**src/rtl/lpks_pkg.sv**
```systemverilog
// Package for the linear-probe key set: request and status codes,
// sequencer states and default sizes. No dependencies.
package lpks_pkg;

	localparam int TABLE_SIZE_DEF = 1024;
	localparam int KEY_BITS_DEF   = 64;
	localparam int HASH_SHIFT     = 2;
	localparam int COUNT_W        = 11;
	localparam int IN_TDATA_W     = 72;
	localparam int OUT_TDATA_W    = 16;

	localparam logic [1:0] REQ_ADD = 2'd0;
	localparam logic [1:0] REQ_HAS = 2'd1;
	localparam logic [1:0] REQ_REM = 2'd2;

	localparam logic [1:0] ST_OK       = 2'd0;
	localparam logic [1:0] ST_NULL     = 2'd1;
	localparam logic [1:0] ST_MISMATCH = 2'd2;
	localparam logic [1:0] ST_FULL     = 2'd3;

	typedef enum logic [2:0] {
		S_CLEAR,
		S_IDLE,
		S_HASH,
		S_PROBE,
		S_CHECK,
		S_WRITE,
		S_RESP
	} seq_state_t;

endpackage

```
**src/rtl/lpks_home.sv**
```systemverilog
// Home slot unit: (key >> HASH_SHIFT) mod TABLE_SIZE.
// Power-of-two sizes take the low bits, registered; others fold 16-bit chunks, then reduce.
// Depends on lpks_pkg.
module lpks_home import lpks_pkg::*; #(
	parameter int TABLE_SIZE = TABLE_SIZE_DEF,
	parameter int KEY_BITS   = KEY_BITS_DEF,
	parameter int IW         = $clog2(TABLE_SIZE)
) (
	input  logic                clk,
	input  logic                arst_n,
	input  logic                start,
	input  logic [KEY_BITS-1:0] key,
	output logic                done,
	output logic [IW-1:0]       home
);

	localparam int SW = (KEY_BITS - HASH_SHIFT > IW) ? KEY_BITS - HASH_SHIFT : IW;

	logic [SW-1:0] shifted;
	logic [IW-1:0] r_q;
	logic          done_q;

	assign shifted = SW'(key >> HASH_SHIFT);
	assign done    = done_q;
	assign home    = r_q;

	generate
		if ((TABLE_SIZE & (TABLE_SIZE - 1)) == 0) begin : g_pow2
			always_ff @(posedge clk or negedge arst_n) begin
				if (!arst_n) begin
					done_q <= 1'b0;
				end else begin
					done_q <= start;
				end
			end

			always_ff @(posedge clk) begin
				if (start) begin
					r_q <= shifted[IW-1:0];
				end
			end
		end else begin : g_fold
			// sum of 16-bit chunks times 2^(16k) mod size, then one reciprocal
			// multiply; the estimate is at most one low, so one subtract fixes it
			localparam int NCH = (SW + 15) / 16;
			localparam int PW  = NCH * 16;
			localparam int NST = NCH + 2;
			localparam int CNW = $clog2(NST);
			localparam int AW  = 34;

			function automatic logic [15:0] chunk_weight(int k);
				logic [63:0] w;
				w = 64'd1;
				for (int j = 0; j < k; j++) begin
					w = (w << 16) % 64'(TABLE_SIZE);
				end
				return w[15:0];
			endfunction

			localparam logic [3:0][15:0] WTS = {chunk_weight(3), chunk_weight(2),
				chunk_weight(1), chunk_weight(0)};
			localparam logic [31:0] RECIP   = 32'((64'd1 << AW) / 64'(TABLE_SIZE));
			localparam logic [15:0] MODULUS = 16'(TABLE_SIZE);

			logic [PW-1:0]  sh_q;
			logic [AW-1:0]  acc_q;
			logic [31:0]    q_q;
			logic [CNW-1:0] step_q;
			logic           busy_q;
			logic [31:0]    part;
			logic [65:0]    qprod;
			logic [47:0]    mprod;
			logic [AW-1:0]  diff;
			logic [AW-1:0]  rfix;

			assign part  = {16'b0, sh_q[15:0]} * {16'b0, WTS[step_q[1:0]]};
			assign qprod = {32'b0, acc_q} * {34'b0, RECIP};
			assign mprod = {16'b0, q_q} * {32'b0, MODULUS};
			assign diff  = acc_q - mprod[AW-1:0];
			assign rfix  = (diff >= AW'(TABLE_SIZE)) ? diff - AW'(TABLE_SIZE) : diff;

			always_ff @(posedge clk or negedge arst_n) begin
				if (!arst_n) begin
					busy_q <= 1'b0;
					done_q <= 1'b0;
					step_q <= '0;
				end else begin
					done_q <= busy_q && (step_q == CNW'(NST - 1));
					if (start) begin
						busy_q <= 1'b1;
						step_q <= '0;
					end else if (busy_q) begin
						if (step_q == CNW'(NST - 1)) begin
							busy_q <= 1'b0;
						end else begin
							step_q <= step_q + 1'b1;
						end
					end
				end
			end

			always_ff @(posedge clk) begin
				if (start) begin
					sh_q  <= PW'(shifted);
					acc_q <= '0;
				end else if (busy_q) begin
					if (step_q < CNW'(NCH)) begin
						acc_q <= acc_q + AW'(part);
						sh_q  <= sh_q >> 16;
					end else if (step_q == CNW'(NCH)) begin
						q_q <= qprod[65:AW];
					end else begin
						r_q <= rfix[IW-1:0];
					end
				end
			end
		end
	endgenerate

endmodule

```
**config.mk**
```make
export PLATFORM = sky130hd
export DESIGN_NAME = lpks_home
export DESIGN_NICKNAME = d
export VERILOG_FILES = /design/src/rtl/lpks_pkg.sv /design/src/rtl/lpks_home.sv
export SDC_FILE = /design/constraint.sdc
export NUM_CORES = 1
export LEC_CHECK = 0
export BUFFER_PORTS_ARGS = -buffer_cell sky130_fd_sc_hd__buf_2
export CAP_MARGIN = 25
export CORE_MARGIN = 10
export CORE_UTILIZATION = 19
export DETAILED_ROUTE_END_ITERATION = 8
export GPL_TIMING_DRIVEN = 0
export MAX_ROUTING_LAYER = met4
export PLACE_DENSITY = 0.85
export SLEW_MARGIN = 40
export SYNTH_ARGS = -nofsm -noshare
export SYNTH_HDL_FRONTEND = slang
export SYNTH_SLANG_ARGS = --single-unit
```
**constraint.sdc**
```tcl
create_clock -name clk -period 0.8 [get_ports clk]
set_input_delay 0.12 -clock clk [delete_from_list [all_inputs] [get_ports clk]]
set_output_delay 0.12 -clock clk [all_outputs]
set_load 0.005 [all_outputs]
```
# Word level (Yosys, flattened, before mapping)
# Cells that the tools add are included.
[totals] reg_bits=11 latch_bits=0 mem_bits_rw=0 mem_bits_ro=0 in_bits=67 output_inout_bits=11 word_cells=2 mem_count=0
[classes] addsub=0 multipliers=0 div=0 n_lt_le_gt_ge=0 n_eq_ne=0 shifts=0 n_mux=0 bitwise_logic=0 n_reduce_logical=0

# Logic depth before layout (Yosys ltp)
[logic_depth] ltp_word=0 depth_mapped=0 depth_no_buf=0

# Worst setup path before layout
# Ideal clock, no wire load.
[synth_timing] path_kind="reg2out" startpoint="register r_q[0] (netlist: home[0])" endpoint="output port home[0]" arrival_ns=0.355 required_ns=0.680 path_slack_ns=0.325 path_stages_with_launch=1 path_buffers=0 cell_sequence="edfxtp_1"
[synth_rtl] item="start, declared" line_no="lpks_home.sv:20" text="logic [IW-1:0] r_q;"
[synth_rtl] item="start signal, assigned" line_no="lpks_home.sv:39" text="r_q <= shifted[IW-1:0];"
[synth_rtl] item="end, declared" line_no="lpks_home.sv:14" text="output logic [IW-1:0] home"
# No word-level cell between the ends.

# Worst setup path after layout
[layout_timing] startpoint="register r_q[6] (netlist: home[6])" endpoint="output port home[6]"
# No word-level cell between the ends.

==> summary.txt <==
Power and ir drop
  • VDD IR max: 0.000879 V
  • PwrDens: 2290 mW/mm²
  • Pleak: 0.219 nW

Global routing
  • Gr ovfl total: 0
  • Initial antenna violation count: 0
  • Largest net degree at the start of global routing: 12
  • Total track usage: 5.53%
  • Vias in the first global route: 278
  • First-pass GRT wire length: 1340 µm

Setup path
  • Critical Path Start Type: register
  • Crit path largest cell delay: 0.37 ns
  • CP Class: register to output pin
  • Delay-heaviest family, CP: flip-flops
  • Worst path required time: 0.68 ns
  • Worst-path maximum fanout: 1
  • CP Depth: 1
  • WP data arrival: 0.78 ns
  • Crit end category: output pin
  • Buf/Inv on CP: 1
  • Slowest cell on the critical path: edfxtp_1
  • Crit path cell chain: buf_2

Placement
  • Placed cell areas: 460 µm²
  • IO buf count: 23
  • Placed Instances: 50
  • Gp weighted congestion: 0.738
  • Pre-CTS setup slack: 0.130 ns

CTS
  • H-tree Lvls: 1
  • Post-cts gate resize count: 0
  • Clock sinks: 11
  • TritonCTS clock tree: yes
  • Root buffer cell: clkbuf_4
  • Worst-path clk slew: 0.06 ns
  • CTS buffer count: 3
  • Max Root-Sink Buffers: 2
  • Postcts setup bufs: 0

Synth
  • Post-synthesis sequential area ratio: 100%
  • Synth Instances: 11
  • Syn Area/Cell: 29.6 µm²
  • Syn Nets: 78
  • Cell Area, Synth: 325 µm²
  • Register bit total from synthesis: 11
  • Synth cell types: 2
  • Yosys warns: 0

Die
  • Die Y: 61.4 µm
  • Rows: 14
  • Die Width: 61.4 µm
  • Core area: 0.00156 mm²
  • Initial core utilization: 20.9%
  • Die footprint: 0.00377 mm²
  • Num ports: 78

Finish
  • Register Area: 325 µm²
  • Area growth, synth to finish: 52.7%
  • Fillers: 156
  • Ant. Diodes: 0
  • Non-filler cells, final: 55
  • Commonest non-fill, non-tap cells in the layout: buf_2, edfxtp_1, clkbuf_4
  • Most common cell after layout, fill and taps aside: buf_2
  • Area taken by multi-input logic gates: 0 µm²
  • Multi-In Gates: 0
  • Cell area after layout: 497 µm²
  • Nets@finish: 107
  • Fraction of layout cells with a size suffix above 1: 66.7%

Run status
  • Outcome: finished with violations
  • Failing checks: negative setup slack

Timing
  • Clock period minus worst slack: 0.900 ns
  • Final cycle utilization of the critical path: 112%
  • Worst slew pin tran: 0.228 ns
  • Peak Freq: 1.11 GHz
  • Final setup fails: 11
  • RSZ-0062 raised after global routing: yes
  • Final Max Tran Viols: 0
  • Slew Limit Headroom: 84.8%
  • Final Hold Fails: 0
  • Fin worst setup slack: -0.0998 ns

Min path
  • Worst Hold Depth: 1
  • Hold Crit Class: primary input to register

Drt
  • Antenna-violating nets left: 0
  • DRT Wirelength: 892 µm
  • Drt initial violations: 0
  • Routed vias: 206
  • DRC: 0
  • Pre-antenna DRT Iters: 1
  • DR WL/cell: 16.2 µm
  • Vias per cell: 3.75

Run
  • # Max-Cap Violations: 0
==> metal layers <==
metal  wire, µm  track usage [%]  part of all wire, %
met2        237             4.29                   27
met5          0                -                    0
met1        574             8.11                   64
met3         80             3.29                  9.0
met4          0             4.78                    0
==> Yosys cell counts (all sizes together) <==
library cell	number	area (µm²)
dfrtp	1	25.0
edfxtp	10	300
==> logic make-up (layout without fill, tap and decap cells) <==
family | after synthesis | count (layout) | share of synthesized area [%]
buf+inv | 0 | 28 | 0
flops | 11 | 11 | 100
==> power breakdown <==
| group | internal, W | switching [W] |
|---|---|---|
| combinational | 0.0000504 | 0.0000466 |
| clock | 0.000192 | 0.000164 |
| sequential | 0.000675 | 0.0000105 |
==> state kept, by name (all words and copies together), names as in the netlist <==
signal,count
done,1
home,10
==> final timing paths <==
kind | start | endpoint | slack, ns
setup / recovery | home[6]$_DFFE_PP_ | home[6] | -0.1
hold / removal | key[3] | home[1]$_DFFE_PP_ | 0.03
max in group asynchronous | arst_n | done$_DFF_PN0_ | 0.56
min in group asynchronous | arst_n | done$_DFF_PN0_ | 0.16
==> per-stage QoR <==
stage | setup TNS [ns] | hold WS, ns | util, % | power [W]
2_1_floorplan | 0 | -0.176 | - | 0.000706
3_3_place_gp | 0 | -0.104 | 29.5 | 0.000791
3_5_place_dp | 0 | -0.103 | 29.5 | 0.000794
4_1_cts | -1.07 | 0.0207 | 31.9 | 0.00116
5_1_grt | -1.40 | 0.0151 | 31.9 | 0.00122
6_report | -0.859 | 0.0335 | 31.9 | 0.00114
==> final cells by class <==
| type | count | area share, % |
|---|---|---|
| clock buffers | 4 | 5.29 |
| well taps | 16 | 4.03 |
| flip-flops and latches | 11 | 65.5 |
| repair buffers | 24 | 25.2 |
==> repair_timing <==
item | in CTS | in global routing
pin swaps | 0 | 0
hold endpoints to repair | 1 | 0
hold buffers | 1 | 0
setup endpoints to repair | 11 | 11
(Power assumes the default switching activity.)
